<file path="config.mk">
export PLATFORM = sky130hd
export DESIGN_NAME = tcrr_ctrl
export DESIGN_NICKNAME = d
export VERILOG_FILES = /design/src/rtl/tcrr_pkg.sv /design/src/rtl/tcrr_ctrl.sv
export SDC_FILE = /design/constraint.sdc
export NUM_CORES = 1
export LEC_CHECK = 0
export BUFFER_PORTS_ARGS = -buffer_cell sky130_fd_sc_hd__buf_2
export CAP_MARGIN = 25
export CORE_AREA = 8 8 246 248
export DETAILED_ROUTE_END_ITERATION = 10
export DIE_AREA = 0 0 254 256
export PLACE_DENSITY_LB_ADDON = 0.15
export SYNTH_ARGS = -nofsm -noshare
export SYNTH_HDL_FRONTEND = slang
export SYNTH_SLANG_ARGS = --single-unit
</file>
<file path="constraint.sdc">
create_clock -name clk -period 14.2 [get_ports clk]
set_clock_uncertainty 0.05 [all_clocks]
set_input_delay 1.42 -clock clk [delete_from_list [all_inputs] [get_ports clk]]
set_output_delay 1.42 -clock clk [all_outputs]
set_load 0.01 [all_outputs]
</file>
<file path="src/rtl/tcrr_pkg.sv">
`timescale 1ns / 1ps
// Shared types and constants of the timed command record/replay block.
// Depends on nothing; every other rtl file refers to it by scoped names.
package tcrr_pkg;

    localparam int STORE_DEPTH_DEF  = 1024;
    localparam int MAX_PER_TICK_DEF = 64;

    localparam int TDATA_W = 144;

    // input command codes, carried on s_tuser
    typedef enum logic [2:0] {
        CMD_START_REC  = 3'd0,
        CMD_STOP       = 3'd1,
        CMD_START_PLAY = 3'd2,
        CMD_START_AUTO = 3'd3,
        CMD_RECORD     = 3'd4,
        CMD_TICK       = 3'd5,
        CMD_AUTO_TICK  = 3'd6
    } cmd_t;

    typedef enum logic [1:0] {
        MODE_IDLE   = 2'd0,
        MODE_RECORD = 2'd1,
        MODE_PLAY   = 2'd2,
        MODE_AUTO   = 2'd3
    } mode_t;

    typedef enum logic [1:0] {
        KIND_ACK      = 2'd0,
        KIND_REPLAY   = 2'd1,
        KIND_FINISHED = 2'd2,
        KIND_DROPPED  = 2'd3
    } kind_t;

    // one stored command
    typedef struct packed {
        logic [31:0] stamp;
        logic [7:0]  func_id;
        logic [63:0] value_a;
        logic [63:0] value_b;
        logic [1:0]  gate_position;
    } rec_t;

    // one result word
    typedef struct packed {
        kind_t       kind;
        logic [7:0]  func_id;
        logic [63:0] value_a;
        logic [63:0] value_b;
        logic [1:0]  gate_position;
        mode_t       recorder_state;
        logic        last;
    } result_t;

endpackage

</file>
<file path="src/rtl/tcrr_ctrl.sv">
`timescale 1ns / 1ps
// Command sequencer: decodes commands, writes records, walks the replay burst.
// Depends on tcrr_pkg; drives tcrr_store and tcrr_outreg.
module tcrr_ctrl #(
    parameter int STORE_DEPTH  = tcrr_pkg::STORE_DEPTH_DEF,
    parameter int MAX_PER_TICK = tcrr_pkg::MAX_PER_TICK_DEF,
    parameter int AW           = $clog2(STORE_DEPTH)
) (
    input  logic                  clk,
    input  logic                  rst_n,
    input  logic                  in_valid,
    output logic                  in_ready,
    input  tcrr_pkg::cmd_t        cmd,
    input  logic [7:0]            func_id,
    input  logic [63:0]           value_a,
    input  logic [63:0]           value_b,
    input  logic [1:0]            gate_position,
    output logic                  wr_en,
    output logic [AW-1:0]         wr_addr,
    output tcrr_pkg::rec_t        wr_data,
    output logic                  rd_en,
    output logic [AW-1:0]         rd_addr,
    input  tcrr_pkg::rec_t        rd_data,
    input  logic                  out_free,
    output logic                  out_push,
    output tcrr_pkg::result_t     out_data
);

    localparam int CW = $clog2(STORE_DEPTH + 1);
    localparam int NW = $clog2(MAX_PER_TICK + 1);

    typedef enum logic [1:0] {
        ST_IDLE,
        ST_CHECK,
        ST_FLUSH
    } state_t;

    state_t              state_reg, state_next;
    tcrr_pkg::mode_t     mode_reg, mode_next;
    logic [CW-1:0]       count_reg, count_next;
    logic [CW-1:0]       ptr_reg, ptr_next;
    logic [31:0]         tick_reg, tick_next;
    logic [NW-1:0]       same_reg, same_next;
    logic [NW-1:0]       n_reg, n_next;
    tcrr_pkg::result_t   pend_reg, pend_next;
    logic                accept;
    logic                match;
    logic                more;

    assign in_ready = (state_reg == ST_IDLE);
    assign accept   = in_valid && in_ready;
    assign match    = (rd_data.stamp == tick_reg);
    assign more     = ((ptr_reg + CW'(1)) < count_reg) && ((n_reg + NW'(1)) < NW'(MAX_PER_TICK));

    assign wr_addr = count_reg[AW-1:0];
    assign wr_data = '{stamp: tick_reg, func_id: func_id, value_a: value_a,
                       value_b: value_b, gate_position: gate_position};

    always_comb
    begin
        state_next = state_reg;
        mode_next  = mode_reg;
        count_next = count_reg;
        ptr_next   = ptr_reg;
        tick_next  = tick_reg;
        same_next  = same_reg;
        n_next     = n_reg;
        pend_next  = pend_reg;
        wr_en      = 1'b0;
        rd_en      = 1'b0;
        rd_addr    = ptr_reg[AW-1:0];
        out_push   = 1'b0;
        out_data   = pend_reg;
        out_data.recorder_state = mode_reg;
        out_data.last           = 1'b1;

        unique case (state_reg)
            ST_IDLE:
            begin
                if (accept)
                begin
                    pend_next = '{kind: tcrr_pkg::KIND_ACK, recorder_state: tcrr_pkg::MODE_IDLE,
                                  default: '0};
                    state_next = ST_FLUSH;
                    unique case (cmd)
                        tcrr_pkg::CMD_START_REC:
                        begin
                            count_next = '0;
                            tick_next  = '0;
                            same_next  = '0;
                            mode_next  = tcrr_pkg::MODE_RECORD;
                        end
                        tcrr_pkg::CMD_STOP:
                        begin
                            mode_next = tcrr_pkg::MODE_IDLE;
                        end
                        tcrr_pkg::CMD_START_PLAY, tcrr_pkg::CMD_START_AUTO:
                        begin
                            tick_next = '0;
                            ptr_next  = '0;
                            mode_next = (cmd == tcrr_pkg::CMD_START_PLAY) ?
                                        tcrr_pkg::MODE_PLAY : tcrr_pkg::MODE_AUTO;
                        end
                        tcrr_pkg::CMD_RECORD:
                        begin
                            if (mode_reg == tcrr_pkg::MODE_RECORD)
                            begin
                                if ((count_reg >= CW'(STORE_DEPTH)) ||
                                    (same_reg >= NW'(MAX_PER_TICK)))
                                begin
                                    pend_next.kind          = tcrr_pkg::KIND_DROPPED;
                                    pend_next.func_id       = func_id;
                                    pend_next.value_a       = value_a;
                                    pend_next.value_b       = value_b;
                                    pend_next.gate_position = gate_position;
                                end
                                else
                                begin
                                    wr_en      = 1'b1;
                                    count_next = count_reg + CW'(1);
                                    same_next  = same_reg + NW'(1);
                                end
                            end
                        end
                        tcrr_pkg::CMD_TICK, tcrr_pkg::CMD_AUTO_TICK:
                        begin
                            if ((cmd == tcrr_pkg::CMD_TICK) != (mode_reg == tcrr_pkg::MODE_AUTO))
                            begin
                                tick_next = tick_reg + 32'd1;
                                same_next = '0;
                                if (mode_reg == tcrr_pkg::MODE_PLAY ||
                                    mode_reg == tcrr_pkg::MODE_AUTO)
                                begin
                                    if (ptr_reg >= count_reg)
                                    begin
                                        mode_next      = tcrr_pkg::MODE_IDLE;
                                        pend_next.kind = tcrr_pkg::KIND_FINISHED;
                                    end
                                    else
                                    begin
                                        // fetch the record under the pointer
                                        rd_en      = 1'b1;
                                        n_next     = '0;
                                        state_next = ST_CHECK;
                                    end
                                end
                            end
                        end
                        default:
                        begin
                        end
                    endcase
                end
            end
            ST_CHECK:
            begin
                if (match)
                begin
                    // hold the new record until the previous one can leave
                    if (n_reg == '0 || out_free)
                    begin
                        out_push       = (n_reg != '0);
                        out_data.last  = 1'b0;
                        pend_next      = '{kind: tcrr_pkg::KIND_REPLAY,
                                           func_id: rd_data.func_id,
                                           value_a: rd_data.value_a,
                                           value_b: rd_data.value_b,
                                           gate_position: rd_data.gate_position,
                                           recorder_state: tcrr_pkg::MODE_IDLE,
                                           last: 1'b0};
                        n_next         = n_reg + NW'(1);
                        ptr_next       = ptr_reg + CW'(1);
                        if (more)
                        begin
                            rd_en   = 1'b1;
                            rd_addr = ptr_next[AW-1:0];
                        end
                        else
                        begin
                            state_next = ST_FLUSH;
                        end
                    end
                end
                else
                begin
                    if (n_reg == '0)
                    begin
                        pend_next = '{kind: tcrr_pkg::KIND_ACK,
                                      recorder_state: tcrr_pkg::MODE_IDLE, default: '0};
                    end
                    state_next = ST_FLUSH;
                end
            end
            ST_FLUSH:
            begin
                if (out_free)
                begin
                    out_push   = 1'b1;
                    state_next = ST_IDLE;
                end
            end
            default:
            begin
                state_next = ST_IDLE;
            end
        endcase
    end

    always_ff @(posedge clk or negedge rst_n)
    begin
        if (!rst_n)
        begin
            state_reg <= ST_IDLE;
            mode_reg  <= tcrr_pkg::MODE_IDLE;
            count_reg <= '0;
            ptr_reg   <= '0;
            tick_reg  <= '0;
            same_reg  <= '0;
            n_reg     <= '0;
        end
        else
        begin
            state_reg <= state_next;
            mode_reg  <= mode_next;
            count_reg <= count_next;
            ptr_reg   <= ptr_next;
            tick_reg  <= tick_next;
            same_reg  <= same_next;
            n_reg     <= n_next;
        end
    end

    always_ff @(posedge clk)
    begin
        pend_reg <= pend_next;
    end

endmodule

</file>
==> metrics.md <==
| Metric | Value |
|---|---|
| Status | finished clean |
| Relative slew slack | 0.320 |
| Crit Path Max Fanout | 10 |
| Final setup fails | 0 |
| Post-Syn Instances | 1,072 |
| GP Congestion | around 0.91 |
| Clock buffer depth | 3 |
| Top cell type's share of synthesized area | 0.351 |
| Main synth FF type | edfxtp_1 |
| FILL cells | 6,143 |
| Share of the yosys chip area belonging to registers | 0.501 |
| Register Area | 6010 um^2 |
| Flip-flop count of the largest register after layout | 140 |
| Cells after DPL | 2,299 |
| Synth Net Count | 1,423 |
| Hold Fails Final Rpt | 0 |
| Via density | around 4.4 |
| Total setup buffers inserted after CTS | 0 |
| Die Width | 254 um |
| Synth Warn # | 0 |
| Vias | 10,400 |
| Max Slew Vio Count | 0 |
| Port Buffers | 651 |
| Drc violations | 0 |
| Pre-CTS setup slack | 8.78 ns |
| CP required | 12.73 ns |
| Leak | around 7.3 nW |
| Pwr/cell area | 150 nW/um^2 |
| Critical Path AT | 4.20 ns |
| Reg-to-reg slack, setup | 9.92 ns |
| CTS resizes | 0 |
| Hold crit path type | flop to flop |
| Total gr overflow | 0 |
| Sum Neg Setup Slack | 0 ns |
| Post-synth EDFFs | 140 |
| Async set or reset register ratio after synthesis | 0.340 |
| Fmax | 176 MHz |
| Root buffer cell | clkbuf_16 |
| Vias in the first global route | 10,600 |
| Initial core utilization | 0.211 |
| R2R depth | 8 |
| RSZ-0062 raised after global routing | no |
| I/O Pins | 652 |
| Area leader, netlist | edfxtp_1 |
| Clock slew at reported path FFs | 0.06 ns |
| Tightest Pin Transition | 1.02 ns |
| Peak VDD IR | 85.0 uV |
| Initial antenna violation count | 10 |
| Routed wire length | 58.5 mm |
| Total Routing Usage GR | 0.168 |
| Core Region | ~57,000 um^2 |
| First-pass GRT wire length | 80.5 mm |
| WL per Instance | 24.9 um |
| CTS buffer count | 28 |
| Clock Latency Late Sink | 0.57 ns |
| Clk sinks | 212 |
| Layout cells sized above 1 | 0.466 |
| TritonRoute pass-1 iters | 4 |
| Fin nets | 1,915 |
| Final worst path period share | 0.399 |
| Detailed-placement wirelength estimate | 47.9 mm |
| Area post-placement | around 15,000 um^2 |
| Max_cap viols | 0 |
| Mapped cell area | 12,000 um^2 |
| Setup Crit Path Kind | flop to output port |
| Post-route cell area | 15,800 um^2 |
| Chip Height | 256 um |
| H-tree Lvls | 1 |
| Register bit total from synthesis | 212 |
| Most frequent cell after synthesis | buf_4 |
| CTS tree | done |
| Rows | ~90 |
| Setup crit end kind | output port |
| Post-synth cell types | 70 |
| Antenna Nets Post-Route | 0 |
| Hold path depth | 1 |
| Hold WS | roughly 0.46 ns |
| PnR worst setup slack | 8.53 ns |
| Most frequent cells after synthesis | 149 x buf_4, 142 x a22o_1, 140 x edfxtp_1 |
| Startpoint Class | flop |
| Hold Buf Count CTS | 0 |
| Multi-input combinational cell area | 4540 um^2 |
| DIE AREA | roughly 65,000 um^2 |
| Cells taking the most area after synthesis | edfxtp_1 35%, dfrtp_1 15%, a22o_1 10% |
| Post-layout min period | 5.67 ns |
| Largest net degree at the start of global routing | 85 |
| Syn Area/Cell | 11.2 um^2 |
| Post-Layout Cell Count | between 2,000 and 2,500 |
| Layout area overhead | 32.1% |
| Initial drt markers | 556 |
final timing paths:
| kind | startpoint | endpoint |
|---|---|---|
| min | same_reg[5]$_DFFE_PN0P_ | same_reg[5]$_DFFE_PN0P_ |
| max | ptr_reg[2]$_DFFE_PN0P_ | rd_addr[1] |
| max in group asynchronous | rst_n | tick_reg[2]$_DFFE_PN0P_ |
| min reg2reg | same_reg[5]$_DFFE_PN0P_ | same_reg[5]$_DFFE_PN0P_ |
| min in group asynchronous | rst_n | ptr_reg[4]$_DFFE_PN0P_ |
| max reg2reg | tick_reg[10]$_DFFE_PN0P_ | out_data[77]$_DFFE_PP_ |
final cells by class:
class                   instances  share of cell area
well taps                     765              0.0604
diodes                          3            0.000474
repair buffers                663               0.211
inverters                      28             0.00663
multi-input cells             631               0.287
flip-flops and latches        212               0.379
clock buffers                  37              0.0496
clock inverters                13             0.00584
where the power goes:
| group | internal, mW | total, mW | switching (mW) |
|---|---|---|---|
| sequential | 0.883 | 0.958 | 0.0745 |
| clock | 0.403 | 0.693 | 0.290 |
| combinational | 0.242 | 0.732 | 0.490 |
| total | 1.53 | 2.38 | 0.855 |
critical path, stage by stage, from the launching register on:
cell and delay (ns):
dfrtp_1 0.52, nand3_1 0.25, or3_1 0.51, or2_2 0.34
nand2_1 0.09, nand2_1 0.06, ha_1 0.29, nand2_1 0.07
nor2_1 0.05, a211oi_1 0.25, nand3_1 0.41, nor2_1 0.30
mux2_2 0.36, buf_2 0.14
layer usage:
layer | vias up | GRT usage | routed length (um)
met4 | 6 | 0.0437 | 1550
met1 | 5102 | 0.204 | 23600
met3 | 69 | 0.0564 | 5320
li1 | 4832 | - | -
met5 | - | 0 | 42
met2 | 423 | 0.283 | 28000
metrics by stage:
step | util | total power [mW]
final | 0.279 | 2.38
after global placement | 0.263 | 1.72
after detailed placement | 0.263 | 1.72
after CTS | 0.279 | 2.43
after floorplan | - | 1.37
after global routing | 0.279 | 2.51
layout by cell type (no fill, tap or decap), types with 17 or more instances in the layout:
master and count:
buf_2 651, nand3_1 23, edfxtp_1 140, o21ai_0 53, ha_1 36, clkbuf_16 29
nor2_1 44, xnor2_1 55, a21oi_1 30, dfrtp_1 72, nand2_1 66, inv_1 28
nor3_1 24, a22o_1 142, nand4_1 17
logic make-up after synthesis:
family          count (synthesis)  share of synthesized area
compound gates                279                      0.178
simple gates                  241                      0.105
buf+inv                       229                      0.123
flops                         212                      0.501
xor+xnor                       65                     0.0475
fa+ha+maj                      36                     0.0376
mux                            10                    0.00855
No activity file was read; power rests on OpenSTA's default activity.
