--- src/rtl/tcrr_pkg.sv ---
`timescale 1ns / 1ps
// Shared types and constants of the timed command record/replay block.
// Depends on nothing; every other rtl file refers to it by scoped names.
package tcrr_pkg;

    localparam int STORE_DEPTH_DEF  = 1024;
    localparam int MAX_PER_TICK_DEF = 64;

    localparam int TDATA_W = 144;

    // input command codes, carried on s_tuser
    typedef enum logic [2:0] {
        CMD_START_REC  = 3'd0,
        CMD_STOP       = 3'd1,
        CMD_START_PLAY = 3'd2,
        CMD_START_AUTO = 3'd3,
        CMD_RECORD     = 3'd4,
        CMD_TICK       = 3'd5,
        CMD_AUTO_TICK  = 3'd6
    } cmd_t;

    typedef enum logic [1:0] {
        MODE_IDLE   = 2'd0,
        MODE_RECORD = 2'd1,
        MODE_PLAY   = 2'd2,
        MODE_AUTO   = 2'd3
    } mode_t;

    typedef enum logic [1:0] {
        KIND_ACK      = 2'd0,
        KIND_REPLAY   = 2'd1,
        KIND_FINISHED = 2'd2,
        KIND_DROPPED  = 2'd3
    } kind_t;

    // one stored command
    typedef struct packed {
        logic [31:0] stamp;
        logic [7:0]  func_id;
        logic [63:0] value_a;
        logic [63:0] value_b;
        logic [1:0]  gate_position;
    } rec_t;

    // one result word
    typedef struct packed {
        kind_t       kind;
        logic [7:0]  func_id;
        logic [63:0] value_a;
        logic [63:0] value_b;
        logic [1:0]  gate_position;
        mode_t       recorder_state;
        logic        last;
    } result_t;

endpackage

--- src/rtl/tcrr_outreg.sv ---
`timescale 1ns / 1ps
// Output register of the result stream; frees the control side from m_tready.
// Depends on tcrr_pkg for the result layout.
module tcrr_outreg (
    input  logic                  clk,
    input  logic                  rst_n,
    input  logic                  push,
    input  tcrr_pkg::result_t     din,
    output logic                  free,
    output logic                  m_tvalid,
    input  logic                  m_tready,
    output tcrr_pkg::result_t     dout
);

    logic              valid_reg;
    logic              valid_next;
    tcrr_pkg::result_t data_reg;

    assign free       = !valid_reg || m_tready;
    assign valid_next = push || (valid_reg && !m_tready);

    always_ff @(posedge clk or negedge rst_n)
    begin
        if (!rst_n)
        begin
            valid_reg <= 1'b0;
        end
        else
        begin
            valid_reg <= valid_next;
        end
    end

    always_ff @(posedge clk)
    begin
        if (push)
        begin
            data_reg <= din;
        end
    end

    assign m_tvalid = valid_reg;
    assign dout     = data_reg;

endmodule

--- config.mk ---
export PLATFORM = sky130hd
export DESIGN_NAME = tcrr_outreg
export DESIGN_NICKNAME = d
export VERILOG_FILES = /design/src/rtl/tcrr_pkg.sv /design/src/rtl/tcrr_outreg.sv
export SDC_FILE = /design/constraint.sdc
export NUM_CORES = 1
export LEC_CHECK = 0
export ABC_AREA = 0
export BUFFER_PORTS_ARGS = -buffer_cell sky130_fd_sc_hd__buf_2
export CAP_MARGIN = 0
export CORE_AREA = 3 3 114 116
export DETAILED_ROUTE_END_ITERATION = 8
export DIE_AREA = 0 0 117 119
export PLACE_DENSITY = 0.7
export RECOVER_POWER = 50
export SLEW_MARGIN = 5
export SYNTH_ARGS = -nofsm -noshare
export SYNTH_HDL_FRONTEND = slang
export SYNTH_SLANG_ARGS = --single-unit
export TNS_END_PERCENT = 1
--- constraint.sdc ---
create_clock -name clk -period 1.3 [get_ports clk]
set_input_delay 0.26 -clock clk [delete_from_list [all_inputs] [get_ports clk]]
set_output_delay 0.26 -clock clk [all_outputs]
set_load 0.02 [all_outputs]
==> results.py, run 1 <==
metrics = {
    "run_status": {
        "outcome": "complete, no violations",
    },
    "placed_design": {
        "dpl.cell_count": 590,
        "dpl.hpwl_mm": 7.84,
        "port-buffer-count": 291,
        "placed_area_um2": 6060,
        "routabilityCongestion": 0.699,
        "pre_cts_ws_ns": 0.184,
    },
    "clock_network": {
        "cts_tree": "done",
        "cts_inserted_buffers": 17,
        "cts.clk_slew.worst_paths_ns": 0.06,
        "clk_latency_ns": 0.40,
        "h-tree-depth": 4,
        "cts_num_sinks": 144,
        "cts_buffer_depth": 2,
        "clockRootBuffer": "clkbuf_16",
    },
    "grt": {
        "antenna_found_initial": 1,
        "grt_max_degree": 51,
        "grt_pass1_vias": 2770,
        "grtUsageTotal": 0.143,
        "gr-total-overflow": 0,
        "grt_pass1_wl_mm": 14.3,
    },
    "min_path": {
        "min_to": "dout[85]",
        "hold_depth": 1,
        "hp-class": "input port to flop",
        "min_from": "din[85]",
    },
    "pwr": {
        "p_switching_mw": 2.53,
        "leakagePower_nw": 2.87,
        "swShare": 0.229,
        "pwr-share-clk": 0.387,
        "max-vdd-ir-drop_v": 0.000955,
        "p_comb_frac": 0.106,
        "p_seq_frac": 0.507,
        "power.density_nw_per_um2": 1670,
        "intPower_mw": 8.52,
    },
    "setup_path": {
        "rr_startpoint": "m_tvalid",
        "crit_required_ns": 1.04,
        "ff2ff_path_depth": 3,
        "r2r_end": "m_tvalid",
        "critPathKind": "flop to output port",
        "startpoint_type": "flop",
        "end_kind": "output port",
        "path_max_fanout": 2,
        "arrival_ns": 1.00,
        "r2r_setup_slack_ns": 0.55,
    },
    "final_layout": {
        "layout-drive-gt1-share": 0.670,
        "n_antenna_cell": 0,
        "nNetsFinal": 616,
        "stdcell_count": 629,
        "area_growth_pct": 52.7,
        "finish.instance_area_um2": 6630,
    },
    "route": {
        "drtAntennaViolNets": 0,
        "wirelength_mm": 10.1,
        "routedWlPerCell_um": 16.1,
        "route.detailed.drc": 0,
        "drt-vias-per-instance": 4.30,
        "drtIter0Drc": 119,
        "drtPass1Iterations": 4,
        "vias": 2704,
    },
    "floorplan": {
        "die_x_um": 117,
        "die_area_um2": 13900,
        "rows": 40,
        "die_h_um": 119,
        "core-area_um2": 12000,
        "ioPinCount": 292,
        "initial_utilization": 0.361,
    },
    "logic_synthesis": {
        "syn_area_um2": 4340,
        "yosysWarnings": 0,
        "yosysSeqAreaShare": 0.995,
        "synth_nets": 293,
        "synth_top_cell_by_area": "edfxtp_1",
        "synth_top_family_by_area": "simple AND/OR/NAND/NOR gates",
        "synth_area_leaders": "edfxtp_1 99%, dfrtp_1 0.58%, nand2b_4 0.32%",
        "synth_cell_types": 4,
        "ys_ff_latch": 144,
        "synth_top_cell_area_share": 0.989,
        "synth-compound-area-share": 0,
        "avgSynthCellArea_um2": 29.7,
        "synthAdderAreaFrac": 0,
        "synthSimpleGateAreaFrac": 0.00519,
        "muxShareOfSynthArea": 0,
        "synth-xor-area-share": 0,
        "synthCells": 146,
    },
    "timing": {
        "maxSlewViolCount": 0,
        "finalWorstSetupSlack_ns": 0.0369,
        "setup_tns_ns": 0,
        "grt_setup_unrepaired": "yes",
        "max_freq_mhz": 792,
        "finalHoldViolations": 0,
        "fin_crit_ns": 1.26,
        "timing.hold.ws_ns": 0.0260,
        "tightest_slew_ns": 0.506,
        "clock_skew_ns": 0,
        "timing.final.crit_share": 0.972,
        "setup_viol": 0,
        "maxSlewHeadroom": 0.663,
    },
    "run": {
        "cap_violations": 0,
    },
}
-- state kept, by name, indices dropped and copies added (netlist names) --
register  cells
m_tvalid      1
dout        143
-- per-stage QoR --
| stage | util | total power, mW |
|---|---|---|
| final | 0.552 | 11.0 |
| after global routing | 0.552 | 11.5 |
| after CTS | 0.550 | 11.2 |
| after detailed placement | 0.504 | 6.88 |
| after global placement | 0.504 | 6.85 |
| after floorplan | - | 6.20 |
-- cells by family (layout without fill, tap and decap cells) --
group	count (synthesis)	in the layout
simple gates	2	2
flops	144	144
buf+inv	0	336
-- worst max path at each step --
stage,startpoint,to,slack [ns],depth (start not counted)
final,m_tvalid,free,0.04,2
after global routing,m_tvalid,free,-0.007,2
after CTS,m_tvalid,free,0.01,2
after detailed placement,push,dout[29],0.18,2
after global placement,push,dout[53],0.21,2
after floorplan,m_tvalid,free,0.44,1
-- layout by cell type (no fill, tap or decap), drive strengths merged --
| cell type | count |
|---|---|
| clkinvlp | 4 |
| dlygate4sd3 | 6 |
| bufinv | 1 |
| dfrtp | 1 |
| edfxtp | 143 |
| clkinv | 8 |
| nand2b | 2 |
| clkbuf | 26 |
| buf | 291 |
-- power by group through the flow --
| stage | registers (mW) | clock network, mW | logic (mW) |
|---|---|---|---|
| after CTS | 5.61 | 4.38 | 1.19 |
| final | 5.61 | 4.27 | 1.17 |
| after detailed placement | 5.70 | 0 | 1.18 |
| after floorplan | 6.19 | 0 | 0.00888 |
| after global routing | 5.64 | 4.60 | 1.25 |
| after global placement | 5.69 | 0 | 1.17 |
-- per-layer routing --
layer	vias to the layer above	wire, um	GRT usage
met4	2	217	0.0746
met5	-	13	0
li1	1245	-	-
met2	183	5370	0.245
met1	1260	3320	0.136
met3	14	1180	0.0727
-- cells in the mapped netlist --
| cell | number |
|---|---|
| dfrtp_1 | 1 |
| edfxtp_1 | 143 |
| nand2b_2 | 1 |
| nand2b_4 | 1 |
-- critical path, cell delays in order, from the launching register on --
cell	delay [ns]
dfrtp_1	0.40
nand2b_4	0.09
buf_6	0.11
-- what timing repair did --
item | 4_1_cts | 5_1_grt
gates resized for setup | 2 | 0
hold endpoints to repair | 1 | 5
setup endpoints to repair | 1 | 1
buffers inserted | 0 | 1
hold buffers | 1 | 5
-- cell type report --
| type | count | area, um^2 |
|---|---|---|
| Clock inverter | 13 | 97.6 |
| Clock buffer | 19 | 433 |
| Fill cell | 977 | 5380 |
| Tap cell | 147 | 184 |
| Timing Repair Buffer | 304 | 1570 |
| Sequential cell | 144 | 4320 |
| Multi-Input combinational cell | 2 | 22.5 |
Power figures use the tool's default switching activity.
==> inputs of run 2 (changes only) <==
--- a/config.mk
+++ b/config.mk
@@ -5,7 +5,7 @@
 export SDC_FILE = /design/constraint.sdc
 export NUM_CORES = 1
 export LEC_CHECK = 0
-export ABC_AREA = 0
+export ABC_AREA = 1
 export BUFFER_PORTS_ARGS = -buffer_cell sky130_fd_sc_hd__buf_2
 export CAP_MARGIN = 0
 export CORE_AREA = 3 3 114 116
==> run 2 against run 1 <==
Register-to-register slack gained 0.12 ns. Core utilization is 3.3 points higher. Clock power increased by 5%. Worst hold slack lost 0.0024 ns. Largest cell class unchanged. Cell count is 6.8% higher. Setup slack worse by 0.0014 ns. Via count up 7.4%. Non-clock buffer count rose by 41. Synthesized cell count increased by 1.4%. Critical path type unchanged. Design area increased by 6.1%. Largest power group unchanged. Critical endpoint unchanged.
==> results.py, run 2 <==
metrics = {
    "grt": {
        "gr-total-overflow": 0,
        "grt_pass1_vias": 2961,
        "antenna_found_initial": 0,
        "grt_pass1_wl_mm": 15.3,
        "grt_max_degree": 37,
        "grtUsageTotal": 0.153,
    },
    "route": {
        "drtPass1Iterations": 4,
        "route.detailed.drc": 0,
        "drtIter0Drc": 167,
        "drt-vias-per-instance": 4.32,
        "wirelength_mm": 11.5,
        "vias": 2904,
        "routedWlPerCell_um": 17.1,
        "drtAntennaViolNets": 0,
    },
    "logic_synthesis": {
        "synth-main-ff-cell": "edfxtp_1",
        "ys_ff_latch": 144,
        "yosysSeqAreaShare": 0.995,
        "synth_area_leaders": "edfxtp_1 99%, dfrtp_1 0.58%, nand2_2 0.29%",
        "synth_top_cell_by_area": "edfxtp_1",
        "avgSynthCellArea_um2": 29.3,
        "synth_cell_types": 4,
        "syn_area_um2": 4340,
        "synth_top_cell_area_share": 0.990,
        "synthCells": 148,
        "yosysMostFrequentCell": "edfxtp_1",
        "async_flop_share": 0.00694,
        "synth_nets": 295,
        "ys_top_cells_by_count": "143 x edfxtp_1, 2 x inv_1, 2 x nand2_2",
        "yosysWarnings": 0,
        "synth_edf_count": 143,
    },
    "pwr": {
        "p_seq_frac": 0.494,
        "finalPower_mw": 11.3,
        "p_switching_mw": 2.57,
        "p_comb_frac": 0.112,
        "pwr-share-clk": 0.393,
        "power.density_nw_per_um2": 1610,
        "intPower_mw": 8.78,
        "max-vdd-ir-drop_v": 0.00102,
        "swShare": 0.227,
        "leakagePower_nw": 3.04,
    },
    "final_layout": {
        "final_common_cell": "buf_2",
        "stdcell_count": 672,
        "largest_reg_flops": 143,
        "layout-drive-gt1-share": 0.606,
        "multi_input_area_um2": 12.5,
        "n_antenna_cell": 0,
        "area_growth_pct": 62.0,
        "final_cell_mix": "282 x buf_2, 143 x edfxtp_1, 45 x dlygate4sd3_1, 17 x clkbuf_16, 16 x clkbuf_1",
        "nFillCells": 907,
        "nNetsFinal": 659,
        "regArea_um2": 4320,
    },
    "setup_path": {
        "path_max_fanout": 2,
        "critPathKind": "flop to output port",
        "end_kind": "output port",
        "critical_path.max_stage_delay_ns": 0.39,
        "r2r_setup_slack_ns": 0.67,
        "crit_slowest_cell": "dfrtp_1",
        "path_cells": "nand2_2, buf_6",
        "startpoint_type": "flop",
        "ff2ff_path_depth": 2,
        "crit_required_ns": 1.04,
        "rr_startpoint": "m_tvalid",
        "r2r_end": "m_tvalid",
        "arrival_ns": 1.00,
    },
    "timing": {
        "maxSlewViolCount": 0,
        "setup_viol": 0,
        "max_freq_mhz": 791,
        "tightest_slew_ns": 0.535,
        "timing.final.crit_share": 0.973,
        "fin_crit_ns": 1.26,
        "setup_tns_ns": 0,
        "clock_skew_ns": 0,
        "finalHoldViolations": 0,
        "grt_setup_unrepaired": "yes",
        "maxSlewHeadroom": 0.643,
    },
    "floorplan": {
        "die_area_um2": 13900,
        "initial_utilization": 0.361,
        "die_h_um": 119,
        "rows": 40,
        "core-area_um2": 12000,
        "ioPinCount": 292,
        "die_x_um": 117,
    },
    "placed_design": {
        "routabilityCongestion": 0.729,
        "dpl.hpwl_mm": 8.06,
        "port-buffer-count": 291,
        "dpl.cell_count": 595,
    },
    "clock_network": {
        "cts_buffer_depth": 2,
        "clk_latency_ns": 0.41,
        "clockRootBuffer": "clkbuf_16",
        "cts.clk_slew.worst_paths_ns": 0.05,
        "cts_inserted_buffers": 17,
        "cts_tree": "done",
        "h-tree-depth": 4,
        "cts_num_sinks": 144,
    },
    "min_path": {
        "min_from": "din[87]",
        "hp-class": "input port to flop",
        "min_to": "dout[87]",
        "hold_depth": 1,
    },
    "run": {
        "cap_violations": 0,
    },
    "run_status": {
        "outcome": "complete, no violations",
    },
}
==> run 2: cell types whose count changed in the layout (fill, tap and decap cells not counted), sizes merged, moves of 5 or more <==
| cell | change |
|---|---|
| buf | -6 |
| dlygate4sd3 | +39 |
| clkinv | -5 |
| clkbuf | +15 |
==> run 2: timing repair <==
action / in CTS / in global routing
hold buffers: 14 / 31
endpoints found under the hold margin: 14 / 31
resized for setup: 2 / 2
pin swaps: 1 / 0
setup buffers: 0 / 0
endpoints found under the setup margin: 1 / 2
==> run 2: layout make-up <==
class,instances,share of cell area
clock buffers,26,0.0696
well taps,147,0.0262
inverters,2,0.00107
clock inverters,6,0.00854
flip-flops and latches,144,0.614
multi-input cells,2,0.00178
repair buffers,345,0.278
==> run 2: cell families (layout without fill, tap and decap cells) <==
family,count (synthesis),count (layout),share of synthesized area
simple gates,2,2,0.00288
buf+inv,2,379,0.00173
flops,144,144,0.995
==> run 2: worst max-delay path by stage <==
stage              from        end  slack (ns)  cells after the start
6_report       m_tvalid       free        0.04                      2
5_1_grt        m_tvalid       free       -0.01                      2
4_1_cts        m_tvalid       free       0.005                      2
3_5_place_dp       push   dout[48]        0.21                      2
3_3_place_gp       push  dout[107]        0.24                      2
2_1_floorplan  m_tvalid       free        0.44                      1
==> run 2: per-stage QoR <==
step / hold slack [ns] / util / instance area [um^2] / setup slack [ns]
6_report: 0.0236 / 0.585 / 7030 / 0.0355
5_1_grt: -0.00250 / 0.585 / 7030 / -0.0121
4_1_cts: 0.00000153 / 0.564 / 6770 / 0.00531
3_5_place_dp: 0.0444 / 0.506 / 6080 / 0.214
3_3_place_gp: 0.0400 / 0.506 / 6080 / 0.240
2_1_floorplan: -0.0356 / - / 4340 / 0.435
==> run 2: layer usage <==
layer / GRT usage / up-vias / wire length (um) / share of wire
met5: 0 / - / 0 / 0
met4: 0.0789 / 0 / 242 / 0.021
met3: 0.0935 / 19 / 1600 / 0.14
met2: 0.254 / 211 / 5800 / 0.50
met1: 0.145 / 1343 / 3840 / 0.33
li1: - / 1331 / - / -
==> run 2: critical path: cells and delay by family (launching register included) <==
family | cells | cell delay [ns]
flip-flops | 1 | 0.39
buffers and inverters | 1 | 0.12
AND/OR/NAND/NOR | 1 | 0.09
==> run 2: power groups by stage <==
stage               clock (mW)  sequential (mW)  combinational (mW)
floorplan                    0             6.19             0.00769
global placement             0             5.69                1.17
detailed placement           0             5.70                1.19
CTS                       4.56             5.61                1.23
global route              4.78             5.64                1.35
finish                    4.47             5.61                1.27
